<file path="src/rtl/frx_pkg.sv">
// Shared constants and types for the framed packet receiver.
// No dependencies; imported by the receiver and its checker.
package frx_pkg;

  localparam int PAYLOAD_DEPTH = 16;
  localparam int TYPE_SLOTS    = 8;

  localparam int LEN_W      = $clog2(PAYLOAD_DEPTH + 1);
  localparam int ADDR_W     = (PAYLOAD_DEPTH > 1) ? $clog2(PAYLOAD_DEPTH) : 1;
  localparam int BYTE_IDX_W = 6;
  localparam int CFG_ADDR_W = 5;
  localparam int CFG_DATA_W = 64;

  localparam logic [7:0] START_BYTE = 8'h7E;
  localparam logic [7:0] NACK_BYTE  = 8'h3F;

  localparam logic [7:0]  MAX_RETRIES_RST  = 8'd3;
  localparam logic [3:0]  TYPE_COUNT_RST   = 4'd8;
  localparam logic [63:0] LENGTH_TABLE_RST = 64'd0;

  // register indexes, decoded from paddr[4:3]
  localparam logic [1:0] REG_MAX_RETRIES  = 2'd0;
  localparam logic [1:0] REG_TYPE_COUNT   = 2'd1;
  localparam logic [1:0] REG_LENGTH_TABLE = 2'd2;

  typedef enum logic [2:0] {
    EV_RESEND = 3'd0,
    EV_FLUSH  = 3'd1,
    EV_ACK    = 3'd2,
    EV_ACCEPT = 3'd3,
    EV_REJECT = 3'd4
  } ev_t;

endpackage

</file>
<file path="src/rtl/frx_ram.sv">
// Generic single-write, single-read synchronous RAM with registered read data.
// No package dependency.
module frx_ram #(
  parameter int WIDTH = 8,
  parameter int DEPTH = 16,
  localparam int AW = (DEPTH > 1) ? $clog2(DEPTH) : 1
) (
  input  logic             clk,
  input  logic             we,
  input  logic [AW-1:0]    waddr,
  input  logic [WIDTH-1:0] wdata,
  input  logic [AW-1:0]    raddr,
  output logic [WIDTH-1:0] rdata
);

  logic [WIDTH-1:0] mem [DEPTH];

  always_ff @(posedge clk) begin
    if (we) begin
      mem[waddr] <= wdata;
    end
    rdata <= mem[raddr];
  end

endmodule

</file>
<file path="src/rtl/framed_packet_receiver.sv">
// Framed packet receiver: takes one link byte per request and returns events.
// A frame is start byte 0x7E, type, payload (length from length_table, clamped to
// the buffer depth) and a checksum that must equal the 8-bit sum of type and payload.
// Idle '?' bytes give resend events, or a flush event once the retries are used up.
// A byte causing one result is taken while the previous result waits
// if out_ready drains it that cycle. A good frame with n payload bytes opens an
// accept run of n results read back from the payload RAM; each result is a RAM
// read, then a load into the output register, and in_ready stays low for the
// whole run. No clearing pass follows reset. Depends on frx_pkg and frx_ram.
module framed_packet_receiver (
  input  logic                              clk,
  input  logic                              rst_n,
  input  logic                              in_valid,
  output logic                              in_ready,
  input  logic [7:0]                        in_rx_byte,
  output logic                              out_valid,
  input  logic                              out_ready,
  output logic [2:0]                        out_event_res,
  output logic [2:0]                        out_frame_type,
  output logic [7:0]                        out_payload_byte,
  output logic [frx_pkg::BYTE_IDX_W-1:0]    out_byte_index,
  output logic                              out_has_payload,
  output logic                              out_last,
  input  logic                              psel,
  input  logic                              penable,
  input  logic                              pwrite,
  input  logic [frx_pkg::CFG_ADDR_W-1:0]    paddr,
  input  logic [frx_pkg::CFG_DATA_W-1:0]    pwdata,
  output logic [frx_pkg::CFG_DATA_W-1:0]    prdata,
  output logic                              pready
);
  import frx_pkg::*;

  typedef enum logic [4:0] {
    S_IDLE  = 5'b00001,
    S_TYPE  = 5'b00010,
    S_DATA  = 5'b00100,
    S_CHECK = 5'b01000,
    S_DRAIN = 5'b10000
  } state_t;

  // configuration
  logic [7:0]  max_retries_r;
  logic [3:0]  type_count_r;
  logic [63:0] length_table_r;
  logic        cfg_wr;
  logic [1:0]  cfg_idx;

  assign pready  = 1'b1;
  assign cfg_idx = paddr[4:3];
  assign cfg_wr  = psel && penable && pwrite && pready;

  always_comb begin
    prdata = '0;
    unique case (cfg_idx)
      REG_MAX_RETRIES:  prdata = CFG_DATA_W'(max_retries_r);
      REG_TYPE_COUNT:   prdata = CFG_DATA_W'(type_count_r);
      REG_LENGTH_TABLE: prdata = length_table_r;
      default:          prdata = '0;
    endcase
  end

  always_ff @(posedge clk) begin
    if (!rst_n) begin
      max_retries_r  <= MAX_RETRIES_RST;
      type_count_r   <= TYPE_COUNT_RST;
      length_table_r <= LENGTH_TABLE_RST;
    end else if (cfg_wr) begin
      unique case (cfg_idx)
        REG_MAX_RETRIES:  max_retries_r  <= pwdata[7:0];
        REG_TYPE_COUNT:   type_count_r   <= pwdata[3:0];
        REG_LENGTH_TABLE: length_table_r <= pwdata;
        default: ;
      endcase
    end
  end

  // frame state
  state_t            state_r, state_nxt;
  logic [7:0]        sum_r, sum_nxt;
  logic [2:0]        type_r, type_nxt;
  logic [LEN_W-1:0]  frame_len_r, frame_len_nxt;
  logic [LEN_W-1:0]  wr_idx_r, wr_idx_nxt;
  logic [7:0]        retries_r, retries_nxt;
  logic [LEN_W-1:0]  rd_idx_r, rd_idx_nxt;
  logic              rd_pend_r, rd_pend_nxt;
  logic [ADDR_W-1:0] rd_pend_idx_r, rd_pend_idx_nxt;

  // output register
  logic              out_valid_r, out_valid_nxt;
  logic              out_ld;
  logic [2:0]        ev_r, ev_nxt;
  logic [2:0]        ftype_r, ftype_nxt;
  logic [7:0]        pbyte_r, pbyte_nxt;
  logic [BYTE_IDX_W-1:0] bidx_r, bidx_nxt;
  logic              has_r, has_nxt;
  logic              last_r, last_nxt;

  logic              in_fire;
  logic              out_free;
  logic              rd_issue;
  logic [3:0]        type_limit;
  logic [7:0]        len_raw;
  logic [LEN_W-1:0]  len_clamped;
  logic [7:0]        ram_rdata;
  logic              ram_we;

  assign out_free = !out_valid_r || out_ready;
  assign in_ready = (state_r != S_DRAIN) && out_free;
  assign in_fire  = in_valid && in_ready;

  assign type_limit = (type_count_r > 4'(TYPE_SLOTS)) ? 4'(TYPE_SLOTS) : type_count_r;
  assign len_raw    = length_table_r[8*in_rx_byte[2:0] +: 8];
  assign len_clamped = (len_raw > 8'(PAYLOAD_DEPTH)) ? LEN_W'(PAYLOAD_DEPTH)
                                                     : LEN_W'(len_raw);

  // one read in flight at a time, issued only when the output slot will be empty
  assign rd_issue = (state_r == S_DRAIN) && !rd_pend_r && (rd_idx_r != frame_len_r)
                    && out_free;
  assign ram_we   = in_fire && (state_r == S_DATA);

  frx_ram #(
    .WIDTH (8),
    .DEPTH (PAYLOAD_DEPTH)
  ) u_payload_ram (
    .clk   (clk),
    .we    (ram_we),
    .waddr (wr_idx_r[ADDR_W-1:0]),
    .wdata (in_rx_byte),
    .raddr (rd_idx_r[ADDR_W-1:0]),
    .rdata (ram_rdata)
  );

  always_comb begin
    state_nxt       = state_r;
    sum_nxt         = sum_r;
    type_nxt        = type_r;
    frame_len_nxt   = frame_len_r;
    wr_idx_nxt      = wr_idx_r;
    retries_nxt     = retries_r;
    rd_idx_nxt      = rd_idx_r;
    rd_pend_nxt     = rd_issue;
    rd_pend_idx_nxt = rd_issue ? rd_idx_r[ADDR_W-1:0] : rd_pend_idx_r;
    out_ld          = 1'b0;
    ev_nxt          = ev_r;
    ftype_nxt       = 3'd0;
    pbyte_nxt       = 8'd0;
    bidx_nxt        = '0;
    has_nxt         = 1'b0;
    last_nxt        = 1'b1;

    unique case (state_r)
      S_IDLE: begin
        if (in_fire) begin
          if (in_rx_byte == START_BYTE) begin
            state_nxt = S_TYPE;
            sum_nxt   = 8'd0;
          end else if (in_rx_byte == NACK_BYTE) begin
            out_ld = 1'b1;
            if (retries_r != 8'd0) begin
              retries_nxt = retries_r - 8'd1;
              ev_nxt      = EV_RESEND;
            end else begin
              retries_nxt = max_retries_r;
              ev_nxt      = EV_FLUSH;
            end
          end
        end
      end
      S_TYPE: begin
        if (in_fire) begin
          if (in_rx_byte >= {4'd0, type_limit}) begin
            state_nxt = S_IDLE;
            out_ld    = 1'b1;
            ev_nxt    = EV_ACK;
          end else begin
            sum_nxt       = sum_r + in_rx_byte;
            type_nxt      = in_rx_byte[2:0];
            frame_len_nxt = len_clamped;
            wr_idx_nxt    = '0;
            state_nxt     = (len_clamped != '0) ? S_DATA : S_CHECK;
          end
        end
      end
      S_DATA: begin
        if (in_fire) begin
          sum_nxt    = sum_r + in_rx_byte;
          wr_idx_nxt = wr_idx_r + LEN_W'(1);
          if (wr_idx_r + LEN_W'(1) == frame_len_r) begin
            state_nxt = S_CHECK;
          end
        end
      end
      S_CHECK: begin
        if (in_fire) begin
          state_nxt = S_IDLE;
          ftype_nxt = type_r;
          if (sum_r != in_rx_byte) begin
            out_ld = 1'b1;
            ev_nxt = EV_REJECT;
          end else if (frame_len_r == '0) begin
            out_ld = 1'b1;
            ev_nxt = EV_ACCEPT;
          end else begin
            state_nxt  = S_DRAIN;
            rd_idx_nxt = '0;
          end
        end
      end
      S_DRAIN: begin
        if (rd_issue) begin
          rd_idx_nxt = rd_idx_r + LEN_W'(1);
        end
        // read data lands in an output slot that is known to be empty
        if (rd_pend_r) begin
          out_ld    = 1'b1;
          ev_nxt    = EV_ACCEPT;
          ftype_nxt = type_r;
          pbyte_nxt = ram_rdata;
          bidx_nxt  = BYTE_IDX_W'(rd_pend_idx_r);
          has_nxt   = 1'b1;
          last_nxt  = (LEN_W'(rd_pend_idx_r) + LEN_W'(1)) == frame_len_r;
          if (last_nxt) begin
            state_nxt = S_IDLE;
          end
        end
      end
      default: state_nxt = S_IDLE;
    endcase

    if (out_ld) begin
      out_valid_nxt = 1'b1;
    end else if (out_ready) begin
      out_valid_nxt = 1'b0;
    end else begin
      out_valid_nxt = out_valid_r;
    end
  end

  always_ff @(posedge clk) begin
    if (!rst_n) begin
      state_r     <= S_IDLE;
      sum_r       <= 8'd0;
      type_r      <= 3'd0;
      frame_len_r <= '0;
      wr_idx_r    <= '0;
      retries_r   <= MAX_RETRIES_RST;
      rd_idx_r    <= '0;
      rd_pend_r   <= 1'b0;
      out_valid_r <= 1'b0;
    end else begin
      state_r     <= state_nxt;
      sum_r       <= sum_nxt;
      type_r      <= type_nxt;
      frame_len_r <= frame_len_nxt;
      wr_idx_r    <= wr_idx_nxt;
      retries_r   <= retries_nxt;
      rd_idx_r    <= rd_idx_nxt;
      rd_pend_r   <= rd_pend_nxt;
      out_valid_r <= out_valid_nxt;
    end
  end

  always_ff @(posedge clk) begin
    rd_pend_idx_r <= rd_pend_idx_nxt;
    if (out_ld) begin
      ev_r    <= ev_nxt;
      ftype_r <= ftype_nxt;
      pbyte_r <= pbyte_nxt;
      bidx_r  <= bidx_nxt;
      has_r   <= has_nxt;
      last_r  <= last_nxt;
    end
  end

  assign out_valid        = out_valid_r;
  assign out_event_res    = ev_r;
  assign out_frame_type   = ftype_r;
  assign out_payload_byte = pbyte_r;
  assign out_byte_index   = bidx_r;
  assign out_has_payload  = has_r;
  assign out_last         = last_r;

endmodule

</file>
<file path="config.mk">
export PLATFORM = sky130hd
export DESIGN_NAME = framed_packet_receiver
export DESIGN_NICKNAME = d
export VERILOG_FILES = /design/src/rtl/frx_pkg.sv /design/src/rtl/frx_ram.sv /design/src/rtl/framed_packet_receiver.sv
export SDC_FILE = /design/constraint.sdc
export NUM_CORES = 1
export LEC_CHECK = 0
export ABC_AREA = 0
export BUFFER_PORTS_ARGS = -buffer_cell sky130_fd_sc_hd__buf_2
export CORE_MARGIN = 8
export CORE_UTILIZATION = 50
export DETAILED_ROUTE_END_ITERATION = 12
export HOLD_SLACK_MARGIN = 0.1
export PLACE_DENSITY = 0.68
export SYNTH_ARGS = -nofsm -noshare
export SYNTH_HDL_FRONTEND = slang
export SYNTH_SLANG_ARGS = --single-unit
</file>
<file path="constraint.sdc">
create_clock -name clk -period 3.79 [get_ports clk]
set_clock_uncertainty 0.1 [all_clocks]
set_input_delay 0.758 -clock clk [delete_from_list [all_inputs] [get_ports clk]]
set_output_delay 0.758 -clock clk [all_outputs]
set_load 0.05 [all_outputs]
</file>
==> results.py, run 1 <==
metrics = {
    "run_status": {
        "status": "finished clean",
    },
    "clock_tree": {
        "cts_setup_buffers": 0,
        "cts.sinks": 277,
        "htree_levels": 1,
        "cts_buffers": 27,
        "clockBufferDepth": 3,
        "clk_pin_slew_ps": 60,
        "cts_tree": "built",
        "hold_buffers": 0,
        "cts_root_buffer": "clkbuf_16",
        "cts_resized": 0,
        "clk_latency_ps": 540,
    },
    "grt": {
        "grt_pass1_wl_um": 49400,
        "grt.overflow.total": 0,
        "antenna_found_initial": 0,
        "grt_max_degree": 65,
        "grt_use_total": 0.203,
        "first_global_vias": 8795,
    },
    "critical_path": {
        "worstPathMaxFanout": 14,
        "cp.depth": 5,
        "cpMostUsedCell": "nor2_1",
        "worstReg2RegEnd": "out_byte_index[1]",
        "startpoint_type": "flop",
        "max_stage_delay_ps": 580,
        "path_buf_inv": 2,
        "cp-end-kind": "primary output",
        "regToRegStartpoint": "sum_r[4]",
        "r2r_slack_ps": 1060,
        "required_ps": 2930,
        "rr_worst_depth": 6,
        "worst-setup-path-type": "flop to primary output",
        "crit_chain": "or4_4, nor2_1, buf_4, nor2_1, buf_2",
        "critPathTopFamily": "simple AND/OR/NAND/NOR gates",
        "crit_arrival_ps": 2380,
        "cp_slowest_cell": "or4_4",
    },
    "logic_synthesis": {
        "synth_area_leaders": "edfxtp_1 (37%), dfxtp_1 (20%), mux4_2 (9.0%)",
        "synth.distinct_cells": 74,
        "ys_seq_elements": 277,
        "avgSynthCellArea_um2": 11.5,
        "ys_warn_count": 0,
        "netlist_area_um2": 12500,
        "synth_seq_area_share": 0.566,
        "synth_edf_count": 152,
        "yosysTopAreaCellShare": 0.366,
        "yosys_most_used_dff": "edfxtp_1",
        "synth_most_common_cell": "nand2_1",
        "ys_async_sr_fraction": 0,
        "yosysTopAreaCell": "edfxtp_1",
        "syn_inst": 1083,
        "synthTopCellsByCount": "nand2_1 (177), edfxtp_1 (152), dfxtp_1 (125)",
    },
    "floorplanning": {
        "initial_core_util": 0.503,
        "core_area_um2": 24800,
        "rows": 58,
        "die_h_um": 174,
        "die_area_um2": 30300,
        "dieWidth_um": 174,
        "ios": 173,
    },
    "cells_and_area": {
        "area_growth_pct": 16.8,
        "drive_gt1_frac": 0.245,
        "final_nets": 1354,
        "stdcell_area_um2": 14600,
        "register_area_um2": 7070,
        "diodes": 0,
        "multi_input_area_um2": 5040,
        "fillCellCount": 2054,
    },
    "power_and_ir_drop": {
        "p_total_mw": 6.05,
        "peakVddDrop_uv": 372,
        "power.density_nw_per_um2": 415,
        "leakage_nw": 5.45,
    },
    "job": {
        "max_cap_violations": 0,
    },
    "timing": {
        "finalHoldViolations": 0,
        "period_share": 0.853,
        "rsz0062_at_grt": "no",
        "timing.fmax_mhz": 309,
        "relSlewSlack": 0.451,
        "finalCriticalPeriod_ps": 3230,
        "drv_slew": 0,
        "worst_pin_slew_ps": 819,
        "tns_ps": 0,
        "setup-violations-final": 0,
    },
    "min_path": {
        "worstHoldPathType": "flop to flop",
        "worstHoldStart": "type_r[0]",
        "holdPathStages": 2,
        "worstHoldEndpoint": "type_r[0]",
    },
    "placement": {
        "place_area_um2": 13800,
        "globalplace.congestion": 0.853,
        "hpwl_um": 22000,
        "port-buffer-count": 166,
    },
    "drt": {
        "antenna_left": 0,
        "routedWlPerCell_um": 19.7,
        "vias": 8945,
        "drt_iter0_drc": 752,
        "wl_um": 31600,
        "drc": 0,
        "drt-vias-per-instance": 5.58,
        "dr.pass1.iters": 5,
    },
}
## per-stage QoR
step           hold slack (ps)  instances  setup slack, ps  utilization
6_report                   353       1602              556        0.587
2_1_floorplan              303       1084              383            -
3_5_place_dp               344       1552              443        0.554
3_3_place_gp               339       1552              495        0.554
5_1_grt                    343       1602              448        0.587
4_1_cts                    344       1602              550        0.587
## logic make-up (layout without fill, tap and decap cells)
kind of cell / count (synthesis) / after routing / share of synthesized area
adder cells (fa/ha/maj): 19 / 19 / 0.0197
other: 2 / 3 / 0.000602
AO/OA/AOI/OAI: 176 / 176 / 0.0917
XOR/XNOR: 22 / 22 / 0.0154
multiplexers: 72 / 72 / 0.111
flip-flops: 277 / 277 / 0.566
AND/OR/NAND/NOR: 428 / 428 / 0.165
buffers and inverters: 87 / 275 / 0.0300
## registers in the layout, indices dropped and copies added (netlist names), 3 cells and up
signal and flops:
rd_idx_r 5, type_count_r 4, sum_r 8, state_r 5
wr_idx_r 5, out_frame_type 3, out_event_res 3, u_payload_ram.rdata 8
out_payload_byte 8, out_byte_index 4, u_payload_ram.mem 128, rd_pend_idx_r 4
retries_r 8, max_retries_r 8, length_table_r 64, frame_len_r 5
type_r 3
## cells in the final DEF, fill, tap and decap left out, drive strengths merged, types with 7 or more instances in the layout
cell	count
a211oi	7
a21oi	84
a22oi	13
and2	64
and3	15
buf	206
clkbuf	43
dfxtp	125
edfxtp	152
ha	18
inv	19
mux2i	19
mux4	52
nand2	177
nand2b	7
nand3	30
nor2	69
nor3	19
nor4	10
o21ai	19
xnor2	13
xor2	9
## worst register-to-register path, delay by kind of cell (launching register included)
family                     cells  cell delay [ps]
and+or+nand+nor                3             1030
AOI/OAI and AO/OA              2              630
adders and majority gates      1              350
DFF                            1              310
## worst max-delay path by stage
stage | startpoint | end
2_1_floorplan | paddr[3] | prdata[0]
3_3_place_gp | in_rx_byte[0] | out_payload_byte[4]
3_5_place_dp | in_rx_byte[0] | out_payload_byte[5]
4_1_cts | state_r[1] | in_ready
5_1_grt | state_r[1] | in_ready
6_report | state_r[1] | in_ready
## per-layer routing
metal	vias to the layer above	wire [µm]	track usage
met5	-	0	0
met4	0	640	0.0502
met3	43	2050	0.0338
met2	297	15100	0.326
met1	4330	13800	0.283
li1	4275	-	-
## power breakdown
group / switching, mW / internal (mW) / total, mW
Combinational: 0.208 / 0.115 / 0.323
Clock: 1.10 / 1.43 / 2.53
Sequential: 0.0205 / 3.17 / 3.20
## final cells by class
class | count | area share
multi-input cells | 720 | 0.346
repair buffers | 206 | 0.0793
inverters | 19 | 0.00489
clock buffers | 43 | 0.0519
flip-flops and latches | 277 | 0.485
well taps | 330 | 0.0283
clock inverters | 7 | 0.00455
No activity file was read; power rests on OpenSTA's default activity.
==> inputs of run 2 (changes only) <==
CELL_PAD_IN_SITES_DETAIL_PLACEMENT = 1   (was not set)
CELL_PAD_IN_SITES_GLOBAL_PLACEMENT = 2   (was not set)
CORE_ASPECT_RATIO = 0.5   (was not set)
CORE_UTILIZATION = 38   (was 50)
PLACE_DENSITY = 0.76   (was 0.68)
==> run 2 against run 1 <==
Combinational power up 3%. Setup slack better by 270 ps. Critical endpoint is now prdata[1]. Critical path depth up 1.
==> results.py, run 2 (synthesis gave the netlist of run 1 again) <==
metrics = {
    "run_status": {
        "status": "finished clean",
    },
    "cells_and_area": {
        "largest_register_ffs": 128,
        "register_area_um2": 7070,
        "diodes": 0,
        "multi_input_area_um2": 5050,
        "drive_gt1_frac": 0.244,
        "layout_commonest_cell": "nand2_1",
        "area_growth_pct": 17.9,
        "final_nets": 1353,
        "final_cell_mix": "nand2_1 (177), buf_2 (166), edfxtp_1 (152)",
        "fillCellCount": 3572,
        "top_register": "u_payload_ram.mem",
        "reg.largest.list": "u_payload_ram.mem x128, length_table_r x64",
    },
    "floorplanning": {
        "ios": 173,
        "core_area_um2": 32700,
        "die_h_um": 144,
        "dieWidth_um": 272,
        "initial_core_util": 0.382,
        "die_area_um2": 39200,
        "rows": 47,
    },
    "clock_tree": {
        "clockBufferDepth": 3,
        "cts_setup_buffers": 0,
        "cts_root_buffer": "clkbuf_16",
        "cts_tree": "built",
        "cts_buffers": 27,
        "cts_resized": 0,
        "hold_buffers": 0,
        "clk_latency_ps": 560,
        "cts.sinks": 277,
        "clk_pin_slew_ps": 70,
        "htree_levels": 1,
    },
    "min_path": {
        "worstHoldStart": "pwdata[50]",
        "holdPathStages": 3,
        "worstHoldEndpoint": "length_table_r[50]",
        "worstHoldPathType": "primary input to flop",
    },
    "critical_path": {
        "required_ps": 2930,
        "worstPathMaxFanout": 54,
        "regToRegStartpoint": "state_r[1]",
        "worst-setup-path-type": "primary input to primary output",
        "cp-end-kind": "primary output",
        "worstReg2RegEnd": "u_payload_ram.mem[9][1]",
        "crit_arrival_ps": 2110,
        "startpoint_type": "primary input",
        "r2r_slack_ps": 1100,
        "rr_worst_depth": 5,
    },
    "grt": {
        "grt.overflow.total": 0,
        "first_global_vias": 9757,
        "grt_max_degree": 65,
        "grt_use_total": 0.182,
        "antenna_found_initial": 0,
        "grt_pass1_wl_um": 56500,
    },
    "timing": {
        "drv_slew": 0,
        "timing.fmax_mhz": 337,
        "worst_pin_slew_ps": 972,
        "setup_slack_ps": 823,
        "period_share": 0.783,
        "relSlewSlack": 0.349,
        "finalCriticalPeriod_ps": 2970,
        "finalHoldViolations": 0,
        "rsz0062_at_grt": "no",
        "setup-violations-final": 0,
        "tns_ps": 0,
    },
    "placement": {
        "globalplace.congestion": 0.804,
        "dp_slack_ps": 451,
        "port-buffer-count": 166,
        "hpwl_um": 25800,
    },
    "power_and_ir_drop": {
        "p_total_mw": 6.12,
        "peakVddDrop_uv": 300,
        "leakage_nw": 5.44,
        "power.density_nw_per_um2": 416,
    },
    "drt": {
        "dr.pass1.iters": 5,
        "wl_um": 36500,
        "drc": 0,
        "drt_iter0_drc": 525,
        "vias": 9053,
        "antenna_left": 0,
        "routedWlPerCell_um": 21.3,
        "drt-vias-per-instance": 5.29,
    },
    "job": {
        "max_cap_violations": 0,
    },
}
-- run 2: cell count changes in the layout (fill, tap and decap cells not counted) --
cell	change
clkinv_1	+3
clkbuf_1	-2
buf_12	-1
clkbuf_8	-1
clkinv_2	+1
clkinv_4	+1
clkinvlp_4	-1
inv_16	+1
inv_2	-1
inv_6	-1
nor2b_2	-1
nor2b_4	+1
-- run 2: final cells by class --
type | instances | share of cell area
Multi-Input combinational cell | 720 | 0.343
Timing Repair Buffer | 205 | 0.0773
Clock inverter | 10 | 0.00613
Clock buffer | 40 | 0.0500
Sequential cell | 277 | 0.481
Inverter | 19 | 0.00494
Tap cell | 441 | 0.0375
-- run 2: through the flow --
step	area [µm²]	hold WS (ps)	cells	util
after global placement	13900	344	1662	0.424
after CTS	14700	316	1712	0.450
after floorplan	12500	303	1084	-
after global routing	14700	326	1712	0.450
after detailed placement	13900	352	1662	0.424
final	14700	342	1712	0.450
-- run 2: worst max-delay path, cell delays in order --
cell,delay [ps]
buf_2,260
nor2b_4,310
buf_12,240
nand2_1,90
o21ai_0,120
buf_2,320
-- run 2: layer usage --
layer,wire length (µm),vias to the layer above,global-route usage
li1,-,4258,-
met1,16500,4584,0.235
met2,18300,170,0.324
met3,1310,41,0.0327
met4,473,0,0.0329
met5,0,-,0
-- run 2: how the worst max path moves through the flow --
stage	startpoint	to	slack (ps)	depth (start not counted)
finish	paddr[4]	prdata[1]	820	6
global route	paddr[4]	prdata[1]	730	6
CTS	paddr[4]	prdata[1]	790	6
detailed placement	in_rx_byte[6]	out_payload_byte[2]	450	7
global placement	in_rx_byte[1]	frame_len_r[0]	460	9
floorplan	paddr[3]	prdata[0]	380	4
-- run 2: where the power goes --
| group | total, mW | internal (mW) | switching [mW] |
|---|---|---|---|
| Combinational | 0.332 | 0.116 | 0.217 |
| Clock | 2.59 | 1.42 | 1.17 |
| Sequential | 3.20 | 3.17 | 0.0218 |
| Total | 6.12 | 4.71 | 1.41 |
==> inputs of run 3 (changes only) <==
clock period = 2.9 ns   (was 3.79 ns; I/O delays follow)
==> run 3 against run 2 <==
Sequential power increased by 31%. Critical path depth decreased by 2. Die area unchanged. Clock power increased by 37%. Register-to-register slack got worse by 780 ps. Final area increased by 2.2%. Cell count increased by 1.5%. Routed wire length increased by 2.1%. Count of clock-buffer cells in the layout decreased by 6. Utilization increased by 0.98 points. Worst hold slack got worse by 170 ps. Setup slack got worse by 650 ps. Critical endpoint is now in_ready. Highest routed layer unchanged.
==> results.py, run 3 (synthesis gave the netlist of run 1 again) <==
metrics = {
    "placement": {
        "globalplace.congestion": 0.839,
        "place_area_um2": 14100,
        "port-buffer-count": 166,
        "hpwl_um": 26900,
        "dp.cells": 1690,
        "dp_slack_ps": -186,
    },
    "power_and_ir_drop": {
        "p_total_mw": 8.19,
        "power.density_nw_per_um2": 545,
        "peakVddDrop_uv": 372,
        "leakage_nw": 5.61,
    },
    "timing": {
        "finalHoldViolations": 0,
        "worst_pin_slew_ps": 753,
        "rsz0062_at_grt": "no",
        "drv_slew": 0,
        "timing.fmax_mhz": 366,
        "relSlewSlack": 0.494,
        "tns_ps": 0,
        "setup-violations-final": 0,
        "setup_slack_ps": 168,
        "period_share": 0.942,
        "finalCriticalPeriod_ps": 2730,
    },
    "critical_path": {
        "max_stage_delay_ps": 600,
        "path_buf_inv": 1,
        "cp_slowest_cell": "or4_4",
        "startpoint_type": "flop",
        "worstPathMaxFanout": 10,
        "worst-setup-path-type": "flop to primary output",
        "cp-end-kind": "primary output",
        "crit_chain": "or4_4, nor2_4, nor2_1, buf_2",
        "required_ps": 2220,
        "critPathTopFamily": "simple AND/OR/NAND/NOR gates",
        "cp.depth": 4,
        "crit_arrival_ps": 2050,
        "rr_worst_depth": 10,
    },
    "cells_and_area": {
        "drive_gt1_frac": 0.263,
        "layout_commonest_cell": "nand2_1",
        "diodes": 0,
        "fillCellCount": 3593,
        "final_nets": 1380,
        "top_register": "u_payload_ram.mem",
        "reg.largest.list": "u_payload_ram.mem x128, length_table_r x64",
        "final_cells": 1738,
        "final_cell_mix": "nand2_1 (177), buf_2 (166), edfxtp_1 (152)",
        "area_growth_pct": 20.4,
        "stdcell_area_um2": 15000,
        "largest_register_ffs": 128,
    },
    "floorplanning": {
        "dieWidth_um": 272,
        "core_area_um2": 32700,
        "die_area_um2": 39200,
        "rows": 47,
        "die_h_um": 144,
        "initial_core_util": 0.382,
        "ios": 173,
    },
    "grt": {
        "grt_use_total": 0.186,
        "grt.overflow.total": 0,
        "first_global_vias": 9959,
        "antenna_found_initial": 0,
        "grt_max_degree": 65,
        "grt_pass1_wl_um": 57700,
    },
    "min_path": {
        "worstHoldPathType": "primary input to flop",
        "holdPathStages": 3,
    },
    "drt": {
        "antenna_left": 0,
        "drt-vias-per-instance": 5.29,
        "dr.pass1.iters": 4,
        "routedWlPerCell_um": 21.5,
        "drc": 0,
        "met1_length_um": 16600,
        "dr_wl_met3_um": 1160,
        "met2_length_um": 18900,
        "wl_um": 37300,
        "vias": 9187,
        "drt_iter0_drc": 453,
        "routed.top_layer": "met4",
    },
    "clock_tree": {
        "cts.sinks": 277,
        "clk_latency_ps": 550,
        "clk_pin_slew_ps": 70,
        "cts_root_buffer": "clkbuf_16",
        "cts_buffers": 26,
        "clockBufferDepth": 3,
        "htree_levels": 1,
        "cts_tree": "built",
    },
    "job": {
        "max_cap_violations": 0,
    },
    "run_status": {
        "status": "finished clean",
    },
}
run 3: metal layers:
layer,vias up,track usage
met5,-,0
met4,0,0.0363
met3,36,0.0299
met2,138,0.340
met1,4687,0.233
li1,4326,-
run 3: what timing repair did:
action                                  in CTS  in global routing
cloned                                       0                  0
buffers inserted                             0                  0
gates resized for setup                      1                  1
endpoints found under the setup margin       1                  1
hold buffers                                 0                  0
hold endpoints to repair                     0                  0
pin swaps                                    0                  0
run 3: path summary, 6_finish.rpt:
kind                                       from                  to  slack (ps)
worst max-delay path                 state_r[1]            in_ready         170
worst min-delay path                 pwdata[59]  length_table_r[59]         170
worst max register to register  type_count_r[3]            sum_r[6]         320
worst min register to register        type_r[1]           type_r[1]         360
run 3: stage by stage:
stage,hold slack [ps],utilization
global placement,344,0.432
CTS,135,0.459
detailed placement,355,0.432
finish,173,0.459
global route,153,0.459
floorplan,303,-
run 3: final cells by class:
type                       count  area [µm²]  area share
timing repair buffer         233        1400      0.0930
sequential                   277        7070       0.471
tap                          441         552      0.0367
clock buffer                  34         701      0.0466
inverter                      19        72.6     0.00483
multi-input combinational    720        5060       0.337
clock inverter                14         175      0.0117
run 3: power by group:
part	leakage [nW]	internal, mW	switching (mW)	total (mW)
combinational	2.77	0.171	0.291	0.462
sequential	2.41	4.15	0.0289	4.18
clock	0.429	2.06	1.49	3.55
total	5.61	6.38	1.81	8.19
run 3: worst reg2reg max path, stage by stage (launching register included):
cell and delay (ps):
dfxtp_1 410, nor2b_1 70, ha_1 260, nand2b_1 140
a211o_1 310, a21o_1 180, buf_4 140, a211oi_2 210
buf_4 250, nand3_1 90, o311ai_0 300
